[src/hw/rtl/utdb_pkg.sv]
// Shared types, constants and microcode for the transfer descriptor builder.
// No dependencies; imported by utdb_seq, utdb_dp and the top level.
package utdb_pkg;

    localparam int POOL_DEPTH = 32;
    localparam int SLOT_W     = $clog2(POOL_DEPTH);
    localparam int CFG_IDX_W  = 1;
    localparam int CFG_DATA_W = 32;
    localparam int STEP_W     = 3;

    // configuration register indexes
    localparam logic [CFG_IDX_W-1:0] CFG_POOL_BASE  = 1'd0;
    localparam logic [CFG_IDX_W-1:0] CFG_MAX_PACKET = 1'd1;

    localparam logic [9:0]  MAX_PACKET_RST = 10'd8;

    // packet ids
    localparam logic [7:0]  PID_IN    = 8'h69;
    localparam logic [7:0]  PID_OUT   = 8'he1;
    localparam logic [7:0]  PID_SETUP = 8'h2d;

    // error count 3, active
    localparam logic [31:0] CS_BASE       = 32'h1880_0000;
    localparam int          CS_LS_BIT     = 26;
    localparam logic [31:0] LINK_TERM     = 32'h0000_0001;
    localparam logic [4:0]  LINK_DEPTH    = 5'b00100;
    localparam logic [10:0] SETUP_LEN_ENC = 11'd7;
    localparam logic [10:0] ZERO_LEN_ENC  = 11'h7ff;

    typedef logic [STEP_W-1:0] step_t;

    localparam step_t STEP_FETCH  = 3'd0;
    localparam step_t STEP_SETUP  = 3'd1;
    localparam step_t STEP_DATA   = 3'd2;
    localparam step_t STEP_STATUS = 3'd3;
    localparam step_t STEP_POLL   = 3'd4;
    localparam step_t STEP_ERR    = 3'd5;

    typedef enum logic [2:0] {
        EK_NONE,
        EK_SETUP,
        EK_DATA,
        EK_STATUS,
        EK_POLL,
        EK_ERROR
    } emit_kind_t;

    typedef enum logic [1:0] {
        C_NONE,
        C_POLL,
        C_REM_ZERO
    } cond_t;

    typedef struct packed {
        logic       wait_in;
        emit_kind_t kind;
        cond_t      cond;
        logic       chk_pool;
        step_t      jump;
        step_t      next;
    } ctl_t;

    // sequencer -> datapath
    typedef struct packed {
        logic       load;
        logic       emit;
        emit_kind_t kind;
    } cmd_t;

    // datapath -> sequencer
    typedef struct packed {
        logic rem_zero;
        logic pool_full;
        logic out_ready;
    } stat_t;

    function automatic ctl_t ucode(input step_t step);
        ctl_t c;
        c = '{wait_in: 1'b0, kind: EK_NONE, cond: C_NONE, chk_pool: 1'b0,
              jump: STEP_FETCH, next: STEP_FETCH};
        unique case (step)
            STEP_FETCH:  begin
                c.wait_in = 1'b1;
                c.cond    = C_POLL;
                c.jump    = STEP_POLL;
                c.next    = STEP_SETUP;
            end
            STEP_SETUP:  begin
                c.kind = EK_SETUP;
                c.next = STEP_DATA;
            end
            STEP_DATA:   begin
                c.kind     = EK_DATA;
                c.cond     = C_REM_ZERO;
                c.jump     = STEP_STATUS;
                c.chk_pool = 1'b1;
                c.next     = STEP_DATA;
            end
            STEP_STATUS: c.kind = EK_STATUS;
            STEP_POLL:   c.kind = EK_POLL;
            STEP_ERR:    c.kind = EK_ERROR;
            default:     c.kind = EK_NONE;
        endcase
        return c;
    endfunction

endpackage

[src/hw/rtl/utdb_seq.sv]
// Microcode sequencer: step counter, control ROM and jump logic.
// Depends on utdb_pkg.
module utdb_seq (
    input  logic            clk,
    input  logic            rst_n,
    input  logic            in_valid,
    input  logic            in_func,
    input  utdb_pkg::stat_t st,
    output logic            in_take,
    output utdb_pkg::cmd_t  cmd
);
    import utdb_pkg::*;

    step_t step_reg;
    step_t step_next;
    ctl_t  ctl;
    logic  cond_hit;

    always_ff @(posedge clk or negedge rst_n)
    begin
        if (!rst_n)
        begin
            step_reg <= STEP_FETCH;
        end
        else
        begin
            step_reg <= step_next;
        end
    end

    always_comb
    begin
        ctl = ucode(step_reg);
        unique case (ctl.cond)
            C_NONE:     cond_hit = 1'b0;
            C_POLL:     cond_hit = in_func;
            C_REM_ZERO: cond_hit = st.rem_zero;
            default:    cond_hit = 1'b0;
        endcase
    end

    always_comb
    begin
        in_take   = ctl.wait_in;
        cmd.load  = 1'b0;
        cmd.emit  = 1'b0;
        cmd.kind  = ctl.kind;
        step_next = step_reg;
        priority if (ctl.wait_in)
        begin
            if (in_valid)
            begin
                cmd.load  = 1'b1;
                step_next = cond_hit ? ctl.jump : ctl.next;
            end
        end
        else if (cond_hit)
        begin
            step_next = ctl.jump;
        end
        else if (ctl.chk_pool && st.pool_full)
        begin
            step_next = STEP_ERR;
        end
        else if (st.out_ready)
        begin
            cmd.emit  = 1'b1;
            step_next = ctl.next;
        end
    end

    a_step_range: assert property (@(posedge clk) disable iff (!rst_n)
        step_reg <= STEP_ERR)
        else $error("step counter outside program");

    a_load_only_fetch: assert property (@(posedge clk) disable iff (!rst_n)
        cmd.load |-> step_reg == STEP_FETCH)
        else $error("load outside fetch step");

    a_err_from_data: assert property (@(posedge clk) disable iff (!rst_n)
        (step_reg == STEP_ERR) && !$past(step_reg == STEP_ERR)
        |-> $past(step_reg == STEP_DATA))
        else $error("error step entered from wrong step");

endmodule

[src/hw/rtl/utdb_dp.sv]
// Datapath: config registers, request registers, packet splitter, descriptor
// word assembly and output register. Depends on utdb_pkg.
module utdb_dp (
    input  logic                            clk,
    input  logic                            rst_n,
    input  logic                            cfg_we,
    input  logic [utdb_pkg::CFG_IDX_W-1:0]  cfg_index,
    input  logic [utdb_pkg::CFG_DATA_W-1:0] cfg_data,
    input  utdb_pkg::cmd_t                  cmd,
    output utdb_pkg::stat_t                 st,
    input  logic                            low_speed,
    input  logic [6:0]                      device_address,
    input  logic [3:0]                      endpoint,
    input  logic [7:0]                      request_type,
    input  logic [15:0]                     transfer_length,
    input  logic [31:0]                     setup_buffer_addr,
    input  logic [31:0]                     data_buffer_addr,
    input  logic                            poll_toggle,
    output logic                            out_valid,
    input  logic                            out_stall,
    output logic [4:0]                      slot_index,
    output logic [31:0]                     link_word,
    output logic [31:0]                     control_word,
    output logic [31:0]                     token_word,
    output logic [31:0]                     buffer_word,
    output logic                            run_last,
    output logic                            too_large
);
    import utdb_pkg::*;

    // config
    logic [26:0] pool_base_reg;
    logic [9:0]  max_packet_reg;

    // request
    logic              ls_reg;
    logic [6:0]        addr_reg;
    logic [3:0]        ep_reg;
    logic              d2h_reg;
    logic [15:0]       rem_reg;
    logic [15:0]       rem_next;
    logic [31:0]       ptr_reg;
    logic [31:0]       ptr_next;
    logic [31:0]       setup_reg;
    logic              ptog_reg;
    logic              tog_reg;
    logic [SLOT_W-1:0] slot_reg;

    // output stage
    logic        out_valid_reg;
    logic [4:0]  slot_out_reg;
    logic [31:0] link_reg;
    logic [31:0] cs_reg;
    logic [31:0] tok_reg;
    logic [31:0] buf_reg;
    logic        last_reg;
    logic        err_reg;

    logic [9:0]        mp;
    logic [9:0]        size;
    logic [10:0]       enc;
    logic [15:0]       poll_len_m1;
    logic [SLOT_W-1:0] slot_inc;
    logic [26:0]       link_hi;
    logic [SLOT_W+4:0] slot_ext;
    logic              ovf_next;
    logic              term;
    logic [31:0]       link_d;
    logic [31:0]       tok_d;
    logic [31:0]       buf_d;
    logic              tog_d;
    logic [3:0]        ep_d;
    logic [7:0]        pid_d;
    logic [4:0]        slot_d;
    logic              last_d;
    logic              err_d;

    function automatic logic [15:0] transfer_len_m1(input logic [15:0] len);
        return len - 16'd1;
    endfunction

    always_ff @(posedge clk or negedge rst_n)
    begin
        if (!rst_n)
        begin
            pool_base_reg  <= '0;
            max_packet_reg <= MAX_PACKET_RST;
        end
        else if (cfg_we)
        begin
            unique case (cfg_index)
                CFG_POOL_BASE:  pool_base_reg  <= cfg_data[31:5];
                CFG_MAX_PACKET: max_packet_reg <= cfg_data[9:0];
                default:        ;
            endcase
        end
    end

    // packet splitter
    always_comb
    begin
        mp       = (max_packet_reg == 10'd0) ? 10'd1 : max_packet_reg;
        size     = (rem_reg > {6'd0, mp}) ? mp : rem_reg[9:0];
        rem_next = rem_reg - {6'd0, size};
        ptr_next = ptr_reg + {22'd0, size};
        slot_inc = slot_reg + 1'b1;
        link_hi  = pool_base_reg + 27'(slot_inc);
        slot_ext = {5'd0, slot_reg};
        // a data packet is the last descriptor when the next one would not fit
        ovf_next = (rem_next != 16'd0) && (slot_reg == SLOT_W'(POOL_DEPTH - 2));
        poll_len_m1 = transfer_len_m1(rem_reg);
        st.rem_zero  = (rem_reg == 16'd0);
        st.pool_full = (slot_reg == SLOT_W'(POOL_DEPTH - 1));
        st.out_ready = !out_valid_reg || !out_stall;
    end

    // descriptor word assembly
    always_comb
    begin
        enc    = ZERO_LEN_ENC;
        tog_d  = 1'b0;
        ep_d   = 4'd0;
        pid_d  = PID_SETUP;
        buf_d  = 32'd0;
        term   = 1'b0;
        last_d = 1'b0;
        err_d  = 1'b0;
        unique case (cmd.kind)
            EK_SETUP:  begin
                enc   = SETUP_LEN_ENC;
                buf_d = setup_reg;
            end
            EK_DATA:   begin
                enc   = 11'({1'b0, size} - 11'd1);
                tog_d = ~tog_reg;
                pid_d = d2h_reg ? PID_IN : PID_OUT;
                buf_d = ptr_reg;
                term  = ovf_next;
            end
            EK_STATUS: begin
                tog_d  = 1'b1;
                pid_d  = d2h_reg ? PID_OUT : PID_IN;
                term   = 1'b1;
                last_d = 1'b1;
            end
            EK_POLL:   begin
                enc    = poll_len_m1[10:0];
                tog_d  = ptog_reg;
                ep_d   = ep_reg;
                pid_d  = PID_IN;
                buf_d  = ptr_reg;
                term   = 1'b1;
                last_d = 1'b1;
            end
            EK_ERROR:  begin
                last_d = 1'b1;
                err_d  = 1'b1;
            end
            default:   ;
        endcase
        tok_d  = {enc, 1'b0, tog_d, ep_d, addr_reg, pid_d};
        link_d = term ? LINK_TERM : {link_hi, LINK_DEPTH};
        slot_d = slot_ext[4:0];
    end

    always_ff @(posedge clk)
    begin
        if (cmd.load)
        begin
            ls_reg    <= low_speed;
            addr_reg  <= device_address;
            ep_reg    <= endpoint;
            d2h_reg   <= request_type[7];
            rem_reg   <= transfer_length;
            ptr_reg   <= data_buffer_addr;
            setup_reg <= setup_buffer_addr;
            ptog_reg  <= poll_toggle;
            tog_reg   <= 1'b0;
            slot_reg  <= '0;
        end
        else if (cmd.emit)
        begin
            slot_reg <= slot_inc;
            if (cmd.kind == EK_DATA)
            begin
                rem_reg <= rem_next;
                ptr_reg <= ptr_next;
                tog_reg <= ~tog_reg;
            end
        end
    end

    always_ff @(posedge clk or negedge rst_n)
    begin
        if (!rst_n)
        begin
            out_valid_reg <= 1'b0;
        end
        else if (cmd.emit)
        begin
            out_valid_reg <= 1'b1;
        end
        else if (!out_stall)
        begin
            out_valid_reg <= 1'b0;
        end
    end

    always_ff @(posedge clk)
    begin
        if (cmd.emit)
        begin
            slot_out_reg <= err_d ? 5'd0 : slot_d;
            link_reg     <= err_d ? 32'd0 : link_d;
            cs_reg       <= err_d ? 32'd0 : (CS_BASE | (32'(ls_reg) << CS_LS_BIT));
            tok_reg      <= err_d ? 32'd0 : tok_d;
            buf_reg      <= buf_d;
            last_reg     <= last_d;
            err_reg      <= err_d;
        end
    end

    assign out_valid    = out_valid_reg;
    assign slot_index   = slot_out_reg;
    assign link_word    = link_reg;
    assign control_word = cs_reg;
    assign token_word   = tok_reg;
    assign buffer_word  = buf_reg;
    assign run_last     = last_reg;
    assign too_large    = err_reg;

    a_err_is_last: assert property (@(posedge clk) disable iff (!rst_n)
        out_valid_reg && err_reg |-> last_reg && link_reg == 32'd0 && slot_out_reg == 5'd0)
        else $error("error transfer malformed");

    a_last_terminates: assert property (@(posedge clk) disable iff (!rst_n)
        out_valid_reg && last_reg && !err_reg |-> link_reg == LINK_TERM)
        else $error("last descriptor does not terminate");

    a_chain_depth: assert property (@(posedge clk) disable iff (!rst_n)
        out_valid_reg && !last_reg && link_reg != LINK_TERM |-> link_reg[2])
        else $error("chained link without depth bit");

    a_no_overwrite: assert property (@(posedge clk) disable iff (!rst_n)
        out_valid_reg && out_stall |-> !cmd.emit)
        else $error("output register overwritten while stalled");

endmodule

[src/hw/rtl/usb_transfer_descriptor_builder_unit.sv]
// Top level of the USB transfer descriptor builder.
// Depends on utdb_pkg, utdb_seq and utdb_dp.
//
// Usage:
//  - Request channel (in_valid/in_stall plus one port per field) takes one
//    request when in_valid is high and in_stall low. in_stall is low only
//    while the sequencer sits in its fetch step.
//  - Result channel (out_valid/out_stall) delivers one descriptor per
//    transfer: slot, link, control/status, token and buffer words, with
//    run_last on the final transfer of a run and too_large on the error
//    transfer that ends a run overflowing the pool.
//  - Config port: cfg_we, cfg_index (0 pool base, 1 max packet), cfg_data.
//    Write only when no run is in progress.
//  Flow: a taken request is loaded into the request registers; the first
//  descriptor is then assembled from them into the output register. The
//  microcode then emits the descriptors of the run in order, while the data
//  step emits nothing when it sees the data stage end. There is a single
//  output register: while the result side stalls a valid descriptor, the
//  sequencer holds. A new request is taken only after the last descriptor
//  of the previous run has been loaded into the output register.
//  Reset puts the sequencer in its fetch step, drops out_valid and sets
//  pool base 0, max packet 8.
module usb_transfer_descriptor_builder_unit (
    input  logic                            clk,
    input  logic                            rst_n,
    input  logic                            cfg_we,
    input  logic [utdb_pkg::CFG_IDX_W-1:0]  cfg_index,
    input  logic [utdb_pkg::CFG_DATA_W-1:0] cfg_data,
    input  logic                            in_valid,
    output logic                            in_stall,
    input  logic                            func,
    input  logic                            low_speed,
    input  logic [6:0]                      device_address,
    input  logic [3:0]                      endpoint,
    input  logic [7:0]                      request_type,
    input  logic [15:0]                     transfer_length,
    input  logic [31:0]                     setup_buffer_addr,
    input  logic [31:0]                     data_buffer_addr,
    input  logic                            poll_toggle,
    output logic                            out_valid,
    input  logic                            out_stall,
    output logic [4:0]                      slot_index,
    output logic [31:0]                     link_word,
    output logic [31:0]                     control_word,
    output logic [31:0]                     token_word,
    output logic [31:0]                     buffer_word,
    output logic                            run_last,
    output logic                            too_large
);
    import utdb_pkg::*;

    cmd_t  cmd;
    stat_t st;
    logic  in_take;

    assign in_stall = !in_take;

    utdb_seq u_seq (
        .clk      (clk),
        .rst_n    (rst_n),
        .in_valid (in_valid),
        .in_func  (func),
        .st       (st),
        .in_take  (in_take),
        .cmd      (cmd)
    );

    utdb_dp u_dp (
        .clk               (clk),
        .rst_n             (rst_n),
        .cfg_we            (cfg_we),
        .cfg_index         (cfg_index),
        .cfg_data          (cfg_data),
        .cmd               (cmd),
        .st                (st),
        .low_speed         (low_speed),
        .device_address    (device_address),
        .endpoint          (endpoint),
        .request_type      (request_type),
        .transfer_length   (transfer_length),
        .setup_buffer_addr (setup_buffer_addr),
        .data_buffer_addr  (data_buffer_addr),
        .poll_toggle       (poll_toggle),
        .out_valid         (out_valid),
        .out_stall         (out_stall),
        .slot_index        (slot_index),
        .link_word         (link_word),
        .control_word      (control_word),
        .token_word        (token_word),
        .buffer_word       (buffer_word),
        .run_last          (run_last),
        .too_large         (too_large)
    );

endmodule

[config.mk]
export PLATFORM = sky130hd
export DESIGN_NAME = usb_transfer_descriptor_builder_unit
export DESIGN_NICKNAME = d
export VERILOG_FILES = /design/src/hw/rtl/utdb_pkg.sv /design/src/hw/rtl/utdb_seq.sv /design/src/hw/rtl/utdb_dp.sv /design/src/hw/rtl/usb_transfer_descriptor_builder_unit.sv
export SDC_FILE = /design/constraint.sdc
export NUM_CORES = 1
export LEC_CHECK = 0
export ABC_AREA = 0
export BUFFER_PORTS_ARGS = -buffer_cell sky130_fd_sc_hd__buf_2
export CAP_MARGIN = 20
export CORE_ASPECT_RATIO = 1.1
export CORE_MARGIN = 3
export CORE_UTILIZATION = 55
export DETAILED_ROUTE_END_ITERATION = 10
export GPL_ROUTABILITY_DRIVEN = 0
export MAX_ROUTING_LAYER = met4
export PLACE_DENSITY = 0.87
export SLEW_MARGIN = 5
export SYNTH_ARGS = -nofsm -noshare
export SYNTH_HDL_FRONTEND = slang
export SYNTH_HIERARCHICAL = 1
export SYNTH_SLANG_ARGS = --single-unit
[constraint.sdc]
create_clock -name clk -period 33.4 [get_ports clk]
set_input_delay 3.34 -clock clk [delete_from_list [all_inputs] [get_ports clk]]
set_output_delay 3.34 -clock clk [all_outputs]
set_load 0.05 [all_outputs]
* Word level (Yosys, flattened, before mapping)
Index checks and enable logic that the tools add are counted.
Operators by class: add/subtract/negate cells 6, order comparisons 1, equality and inequality tests 16, multiplexer cells 40, bitwise operators 3, reductions and logical operators 24
Operators by type and width (number):
- $mux 32 | 3
- $pmux 32 s2 | 1
- $mux 16 | 3
- $pmux 11 s3 | 1
- $add 32x10->32 | 1
- $mux 29 | 1
- $add 27x5->27 | 1
- $pmux 8 s3 | 1
- $mux 3 | 7
- $mux 10 | 2
- $gt 16x10->1 | 1
- $logic_not 16->1 | 1
- $mux 8 | 2
- $reduce_bool 16->1 | 1
- $sub 16x10->16 | 1
- $pmux 3 s5 | 1
- $eq 3x2->1 const B | 4
- $eq 3x3->1 const B | 4
- $mux 1 | 12
- $sub 10x1->11 const B | 1
- $sub 11x1->11 const B | 1
- $eq 5x5->1 const B | 2
- $logic_not 10->1 | 1
- $reduce_and 2->1 | 5
- 19 further kinds | 32
Storage, ports and cells: register bits 276, output and inout bits 137, word-level logic and storage cells 115

* Logic depth before layout (Yosys ltp)
Gate-level depths: netlist of run 1.
depth in word-level cells 9, mapped depth 24

* Hierarchy
The synthesis of run 1 kept the hierarchy.
By module, submodules not included:
- utdb_dp | instances 1, cells each 992, area an instance 11925.2 um^2, seq. area each 6837.8 um^2
- utdb_seq | instances 1, cells each 36, area an instance 327.8 um^2, seq. area each 75.1 um^2
- usb_transfer_descriptor_builder_unit | instances 1, cells each 1, area an instance 3.8 um^2, seq. area each 0.0 um^2

* Least setup slack after synthesis of run 1
Ideal clock, no wire load.
path type input port to flip-flop, from input out_stall, to register u_dp.ptr_reg[0], enable pin, setup time 413 ps, arrival 14809 ps, data required time 32987 ps, setup slack 18178 ps, stages on the path 6, cell sequence nand2_1 inv_1 nor4_1 clkbuf_1 nand2_1 nand2b_1
RTL lines:
- start: declaration | RTL line usb_transfer_descriptor_builder_unit.sv:41 | input logic out_stall,
- end signal: assignment | RTL line utdb_dp.sv:175 | ptr_reg <= data_buffer_addr;
- end signal: assignment | RTL line utdb_dp.sv:187 | ptr_reg <= ptr_next;
- end: declaration | RTL line utdb_dp.sv:42 | logic [31:0] ptr_reg;

* Worst setup path after layout of run 1
from register u_dp.max_packet_reg[2], to register u_dp.link_reg[25] (netlist: u_dp/link_word[25]), data pin
Between the ends: cells in the longest elaborated chain, start to end 9
Ends and longest elaborated chain:
- start: declaration | RTL line utdb_dp.sv:33 | logic [9:0] max_packet_reg;
- start signal: assignment | RTL line utdb_dp.sv:93 | CFG_MAX_PACKET: max_packet_reg <= cfg_data[9:0];
- $logic_not 10->1 | RTL line utdb_dp.sv:102 | mp = (max_packet_reg == 10'd0) ? 10'd1 : max_packet_reg;
- $mux 10 (*) | RTL line utdb_dp.sv:102
- $gt 16x10->1 | RTL line utdb_dp.sv:103 | size = (rem_reg > {6'd0, mp}) ? mp : rem_reg[9:0];
- $mux 10 (*) | RTL line utdb_dp.sv:103
- $sub 16x10->16 (*) | RTL line utdb_dp.sv:104 | rem_next = rem_reg - {6'd0, size};
- $reduce_bool 16->1 (*) | RTL line utdb_dp.sv:110 | ovf_next = (rem_next != 16'd0) && (slot_reg == SLOT_W'(POOL_DEPTH - 2));
- $logic_and 1x1->1 (*) | RTL line utdb_dp.sv:110
- $pmux 1 s2 (*) | RTL line utdb_dp.sv:128 | unique case (cmd.kind)
- $reduce_or 2->1 (no line) (*)
- end signal: assignment | RTL line utdb_dp.sv:214 | link_reg <= err_d ? 32'd0 : link_d;
- end: declaration | RTL line utdb_dp.sv:52 | logic [31:0] link_reg;
Mark *: on every way between the ends. The rest lies on a longest branch, timed or not. A chain may end at the register's enable or synchronous reset.

==> results of run 1 <==
==> worst register-to-register path: cells and delay by family (launching register included) <==
kind	cells	cell delay, ps
simple gates	8	1890
compound gates	8	2810
flops	1	420
buf+inv	3	660
fa+ha+maj	2	720
==> area by class of cell <==
cell class	instances	area, um2	share of cell area (%)
Clock buffer	34	659	4.59
Sequential cell	239	6910	48.1
Timing Repair Buffer	245	1260	8.76
Antenna cell	7	17.5	0.122
Inverter	39	146	1.02
Multi-Input combinational cell	710	4920	34.2
Tap cell	290	363	2.53
Clock inverter	12	95.1	0.662
==> cell usage in the layout, fill, tap and decap left out, types with 9 or more instances in the layout <==
cell type    n
buf_2      235
xnor2_1     42
ha_1        43
nor2_1      65
a21o_1       9
inv_1       38
buf_4        9
a21oi_1     34
nand2_1     88
nor2b_1     12
and3_1      16
conb_1      34
o21ai_0     55
nand3_1     20
a22o_1      34
edfxtp_1   192
mux2_2      54
dfrtp_1     40
nor4_1      10
and2_1      16
xor2_1      42
nor3_1      22
clkbuf_16   25
clkbuf_1     9
==> synth_stat cells, types with 9 or more instances <==
library cell,count
clkbuf_1,35
nor2_1,66
and3_1,16
nand2b_1,9
ha_1,43
a22o_1,34
nand3_1,20
a21oi_1,34
buf_4,37
inv_1,38
nor3_1,23
edfxtp_1,192
a21o_1,9
nand2_1,88
o21ai_0,56
nor4_1,11
xnor2_1,42
xor2_1,42
nor2b_1,13
and2_1,17
mux2_2,54
dfrtp_1,40
==> worst paths after layout <==
| path | startpoint | end | slack (ps) | cells after the start |
|---|---|---|---|---|
| worst max-delay path | u_dp/max_packet_reg[2] | u_dp/link_word[25] | 26670 | 21 |
| worst min-delay path | u_dp/tog_reg | u_dp/tog_reg | 510 | 2 |
| worst max register to register | u_dp/max_packet_reg[2] | u_dp/link_word[25] | 26670 | 21 |
| worst min register to register | u_dp/tog_reg | u_dp/tog_reg | 510 | 2 |
| max in group asynchronous | rst_n | u_dp/max_packet_reg[7] | 29860 | 1 |
| min in group asynchronous | rst_n | u_dp/pool_base_reg[18] | 2970 | 1 |
==> power groups by stage <==
| stage | clock (mW) | sequential, mW | combinational [mW] |
|---|---|---|---|
| after global placement | 0 | 0.591 | 0.776 |
| after floorplan | 0 | 0.811 | 0.415 |
| after global routing | 0.274 | 0.605 | 0.871 |
| after detailed placement | 0 | 0.596 | 0.799 |
| after CTS | 0.259 | 0.591 | 0.803 |
| final | 0.255 | 0.593 | 0.810 |
==> per-layer routing <==
| layer | routed length, um | global-route usage, % |
|---|---|---|
| met2 | 14200 | 39.2 |
| met3 | 2060 | 3.73 |
| met4 | 835 | 8.48 |
| met1 | 11400 | 29.7 |
| met5 | 0 | - |
==> per-stage QoR <==
stage	area (um2)	util, %
detailed placement	13600	62.9
global route	14400	66.6
global placement	13600	62.9
CTS	14300	66.4
floorplan	12400	-
finish	14400	66.6
==> logic make-up after synthesis <==
group,count (synthesis),synth area share [%]
compound gates,187,10.3
xor+xnor,84,6.00
fa+ha+maj,46,4.88
buf+inv,113,4.67
flops,239,56.4
mux,61,5.53
other cells,1,0.0306
simple gates,298,12.2
==> results.md, run 1 <==
- Num CTS Buffers: 25
- Post-place setup slack: 26350 ps
- First-pass GRT wire length: 44200 um
- TritonCTS clock tree: built
- Clock slew seen by the registers of the worst setup and hold paths: 60 ps
- # fillers: 1556
- #FFs+latches synth: 239
- Switching share of power: 45.6%
- Clock power share: 15.4%
- CP bufs+invs: 3
- Final HPWL DP: 21000 um
- Initial antenna violation count: 7
- Avg Inst Size Synth: 11.9 um2
- Relative slew slack: 31.2%
- Max cap viols: 0
- CP max-delay cell: or4_1
- Setup Skew: 10.2 ps
- Layout Nets: 1446
- Cells after synthesis: 1029
- Worst skew pair latency: 510 ps
- CTS Hold Bufs: 0
- Post-Layout Cell Count: 1576
- Total wire length: 28500 um
- Wire per inst: 18.1 um
- DR vias: 8858
- Int Power: 0.902 mW
- Count of buffers from port buffering: 235
- Ys flop type: edfxtp_1
- Top delay family on crit path: compound AO/OA/AOI/OAI gates
- Lkg Pwr: 5.81 nW
- Top-Level Pins: 277
- Net Switching: 0.755 mW
- Area of the core: 21600 um2
- Root Buffer: clkbuf_16
- Critical path class: flip-flop to flip-flop
- Final Critical Period: 6730 ps
- Clock Path Buffers: 3
- CP required: 33660 ps
- Setup ws final: 26670 ps
- Post-synthesis sequential area ratio: 56.4%
- Drt first pass iters: 5
- Peak Freq: 149 MHz
- Die W: 148 um
- Final antenna-violating net count: 0
- Reg power frac: 35.8%
- RSZ-0062 raised after global routing: false
- Total Power: 1.66 mW
- Setup-failing EPs final: 0
- Peak VDD IR: 0.0632 mV
- Cells along the critical path: or4_1 -> nor4_1 -> a31o_2 -> ha_1 -> nand4_1 -> nor3_1 -> o21bai_1 -> o21ai_1 -> buf_4 -> o21ai_0 -> inv_1 -> fa_1 -> a211oi_1 -> o21ai_0 -> a32oi_1 -> nor2_1 -> a211oi_1 -> nor4_1 -> nor2_2 -> buf_8 -> nor2_1
- Synth cell types: 71
- CP max stage delay: 610 ps
- CTS Sinks: 239
- Starting density of the core: 56.8%
- Worst Path Max Fanout: 26
- Vias in the first global route: 8613
- Synth area leaders: edfxtp_1, dfrtp_1, mux2_2
- DRC viols: 0
- Worst min path class: flip-flop to flip-flop
- Tcrit/Tclk final: 20.1%
- Final Hold Viols: 0
- Logic pwr share: 48.8%
- Area delta synth->final: 17.2%
- Post-CTS Setup Repair Bufs: 0
- Share of layout cells above drive strength 1: 27.8%
- Placed Cells: 1522
- DIE AREA: 24100 um2
- Overall global routing resource usage: 23.6%
- Vias/cell: 5.62
- Critical path endpoint category: flip-flop
- Synth warn: 6
- Fin. max-slew vios: 0
- Total Neg Setup Slack: 0 ps
- Synth async-reset ratio: 17.2%
- Outcome: finished, final reports clean
- Largest net degree at the start of global routing: 78
- DRT iter0 DRCs: 755
- Post-synth design cell area: 12300 um2
- Number of synthesized flops with an enable pin: 192
- CP arrival: 6980 ps
- H-tree Lvls: 1
- Remaining Overflow, GRT: 0
- Worst hold slack: 515 ps
- Crit path launch type: flip-flop
- # rows: 56
- Post-synth top area share: 47.0%
- Die Height: 163 um
- Actual slew at the worst max-slew pin: 1030 ps
- Post-CTS sizing: 0
- Synth area leader: edfxtp_1
- PD cells: 115 nW/um2
Power figures use the tool's default switching activity.
==> run 2: changes to the inputs <==
Settings changed: ABC_AREA 0 to 1, CORE_UTILIZATION 55 to 50, PLACE_DENSITY 0.87 to 0.83.
Clock period 33.4 ns to 5.5 ns, I/O delays scaled along.
==> run 2 against run 1 <==
  * Die area rose by 14%
  * Area after synthesis is 4.3% higher
  * Non-clock buffer count down 2
  * Maximum frequency is 35% higher
  * Combinational power grew to 6.0 times the previous value
  * Flip-flop and latch count is the same
  * Sequential share of layout area shrank 1.8 points
  * Critical path type unchanged
  * Critical endpoint unchanged
==> results.md, run 2 <==
- DRT met1 WL: 12100 um (was 11400 um)
- Post-synthesis sequential area ratio: 54.1% (was 56.4%)
- Wire per inst: 16.0 um (was 18.1 um)
- Outcome: finished, final reports clean (unchanged)
- Placement Cell Area: 14100 um2 (was 13600 um2)
- Ys flop type: edfxtp_1 (unchanged)
- Share of layout cells above drive strength 1: 23.4% (was 27.8%)
- Max cap viols: 0 (unchanged)
- Avg Inst Size Synth: 9.58 um2 (was 11.9 um2)
- H-tree Lvls: 1 (unchanged)
- Overall global routing resource usage: 22.0% (was 23.6%)
- Clock Path Buffers: 3 (unchanged)
- TritonCTS clock tree: built (unchanged)
- Starting density of the core: 51.6% (was 56.8%)
- Critical R2R Capture: u_dp/link_word[25] (unchanged)
- Layout Nets: 1752 (was 1446)
- Post-CTS sizing: 0 (unchanged)
- # rows: 60 (was 56)
- Vias/cell: 5.25 (was 5.62)
- Final antenna-violating net count: 0 (unchanged)
- Crit path launch type: flip-flop (unchanged)
- DRC viols: 0 (unchanged)
- Most used cell, CP: nand2_1
- Met2 WL: 14600 um (was 14200 um)
- DIE AREA: 27500 um2 (was 24100 um2)
- Lkg Pwr: 6.78 nW (was 5.81 nW)
- Setup Skew: 21.5 ps (was 10.2 ps)
- Relative slew slack: 29.1% (was 31.2%)
- Reg2reg path depth: 31 (was 21)
- Most frequent cells in the layout: nand2_1, buf_2, edfxtp_1, inv_1, nor2_1 (was buf_2, edfxtp_1, nand2_1, nor2_1, o21ai_0)
- CP max stage delay: 420 ps (was 610 ps)
- Cells after synthesis: 1334 (was 1029)
- Fin. max-slew vios: 0 (unchanged)
- Area delta synth->final: 16.8% (was 17.2%)
- DRT iter0 DRCs: 675 (was 755)
- Number of synthesized flops with an enable pin: 192 (unchanged)
- Switching share of power: 46.9% (was 45.6%)
- Highest metal used: met4 (unchanged)
- Most common cell after layout, fill and taps aside: nand2_1 (was buf_2)
- RSZ-0062 raised after global routing: false (unchanged)
- Adder-Cell Fraction of Synth Area: 4.68% (was 4.88%)
- Post-synth top area share: 45.1% (was 47.0%)
- Num CTS Buffers: 24 (was 25)
- Worst Path Max Fanout: 28 (was 26)
- First-pass GRT wire length: 47300 um (was 44200 um)
- Reg power frac: 35.0% (was 35.8%)
- # fillers: 2060 (was 1556)
- Final instance area: 14900 um2 (was 14400 um2)
- Setup-failing EPs final: 0 (unchanged)
- Count of buffers from port buffering: 235 (unchanged)
- Total wire length: 30300 um (was 28500 um)
- Complex-gate fraction of the synthesized area: 7.53% (was 10.3%)
- Int Power: 5.32 mW (was 0.902 mW)
- Peak Freq: 201 MHz (was 149 MHz)
- Largest net degree at the start of global routing: 98 (was 78)
- Critical path endpoint category: flip-flop (unchanged)
- Synth area leader: edfxtp_1 (unchanged)
- Synth warn: 6 (unchanged)
- Post-synth design cell area: 12800 um2 (was 12300 um2)
- WL met3: 2570 um (was 2060 um)
- Drt first pass iters: 5 (unchanged)
- Synth cell types: 53 (was 71)
- Reg2Reg Setup Slack: 530 ps (was 26670 ps)
- Most instantiated library cell after synthesis: nand2_1 (was edfxtp_1)
- Worst min path class: input pin to async pin (was flip-flop to flip-flop)
- Post-CTS Setup Repair Bufs: 0 (unchanged)
- CP max-delay cell: o31ai_1 (was or4_1)
- Post-Synth Simple-Gate Area: 20.7% (was 12.2%)
- Die W: 158 um (was 148 um)
- Actual slew at the worst max-slew pin: 1060 ps (was 1030 ps)
- PD cells: 672 nW/um2 (was 115 nW/um2)
- Top-Level Pins: 277 (unchanged)
- Synth Area in XOR/XNOR: 3.15% (was 6.00%)
- Mux share of post-synthesis cell area: 1.15% (was 5.53%)
- Worst skew pair latency: 530 ps (was 510 ps)
- CTS Hold Bufs: 0 (unchanged)
- Final Hold Viols: 0 (unchanged)
- Worst r2r src: u_dp/max_packet_reg[2] (unchanged)
- #FFs+latches synth: 239 (unchanged)
- CP arrival: 5220 ps (was 6980 ps)
- CP required: 5750 ps (was 33660 ps)
- Largest family of logic cells by synthesized area: simple AND/OR/NAND/NOR gates (unchanged)
- Critical path class: flip-flop to flip-flop (unchanged)
- CTS Sinks: 239 (unchanged)
- Total Neg Setup Slack: 0 ps (unchanged)
- Final HPWL DP: 22500 um (was 21000 um)
- Die Height: 174 um (was 163 um)
- Net Switching: 4.71 mW (was 0.755 mW)
- Clock power share: 16.4% (was 15.4%)
- Synth async-reset ratio: 17.2% (unchanged)
- Area of the core: 24800 um2 (was 21600 um2)
- Commonest cells post-synth: nand2_1, edfxtp_1, inv_1 (was edfxtp_1, nand2_1, nor2_1)
- Root Buffer: clkbuf_16 (unchanged)
- Logic pwr share: 48.6% (was 48.8%)
- Peak VDD IR: 0.415 mV (was 0.0632 mV)
- Initial antenna violation count: 4 (was 7)
- Vias in the first global route: 9610 (was 8613)
- Tcrit/Tclk final: 90.3% (was 20.1%)
- Synth area leaders: edfxtp_1, nand2_1, dfrtp_1 (was edfxtp_1, dfrtp_1, mux2_2)
- DR vias: 9958 (was 8858)
- Final Critical Period: 4970 ps (was 6730 ps)
- Clock slew seen by the registers of the worst setup and hold paths: 60 ps (about the same)
- Remaining Overflow, GRT: 0 (unchanged)
==> run 2: power groups by stage <==
stage / Clock (mW) / Sequential (mW) / Combinational (mW)
6_report: 1.64 / 3.51 / 4.88
5_1_grt: 1.75 / 3.58 / 5.33
3_3_place_gp: 0 / 3.51 / 4.69
2_1_floorplan: 0 / 4.78 / 2.44
4_1_cts: 1.67 / 3.50 / 4.86
3_5_place_dp: 0 / 3.53 / 4.83
==> run 2: area by class of cell <==
class / count / area (um2) / area share, %
antenna: 4 / 10.0 / 0.0670
clock buffer: 28 / 637 / 4.26
clock inverter: 16 / 158 / 1.06
inverter: 178 / 669 / 4.48
multi-input combinational: 880 / 4900 / 32.8
sequential: 239 / 6910 / 46.3
tap: 310 / 388 / 2.60
timing repair buffer: 243 / 1260 / 8.41
==> run 2: logic make-up after synthesis <==
| family | after synthesis |
|---|---|
| buffers and inverters | 248 |
| muxes | 13 |
| DFF | 239 |
| and+or+nand+nor | 578 |
| adders and majority gates | 46 |
| other | 1 |
| AOI/OAI and AO/OA | 163 |
| xor gates and xnor gates | 46 |
==> run 2: through the flow <==
step | hold WS (ps) | power [mW] | util, % | cells | setup WS [ps]
finish | 181 | 10.0 | 60.3 | 1898 | 534
global route | 180 | 10.7 | 60.3 | 1898 | 115
global placement | 454 | 8.20 | 56.9 | 1849 | 801
detailed placement | 456 | 8.36 | 56.9 | 1849 | 593
CTS | 181 | 10.0 | 60.1 | 1893 | 569
floorplan | 254 | 7.22 | - | 1367 | 301
==> run 2: how the worst max path moves through the flow <==
| stage | start | end | slack, ps | cells past startpoint |
|---|---|---|---|---|
| after floorplan | u_seq/step_reg[1] | u_dp/ptr_reg[0] | 300 | 13 |
| after global placement | u_dp/max_packet_reg[2] | u_dp/link_word[27] | 800 | 31 |
| after detailed placement | u_dp/max_packet_reg[2] | u_dp/link_word[23] | 590 | 31 |
| after CTS | u_dp/max_packet_reg[2] | u_dp/link_word[23] | 570 | 31 |
| after global routing | u_dp/max_packet_reg[2] | u_dp/link_word[23] | 120 | 31 |
| final | u_dp/max_packet_reg[2] | u_dp/link_word[25] | 530 | 31 |
==> run 2: worst max-delay path, delay by kind of cell, from the launching register on <==
family / cells / cell delay [ps]
simple gates: 21 / 2310
compound gates: 3 / 830
fa+ha+maj: 3 / 790
flops: 1 / 400
xor+xnor: 1 / 210
buf+inv: 3 / 170
==> run 2: layer usage <==
metal | global-route usage (%) | vias up
li1 | - | 4874
met1 | 27.9 | 4533
met2 | 35.5 | 471
met3 | 3.70 | 80
met4 | 8.14 | 0
met5 | - | -
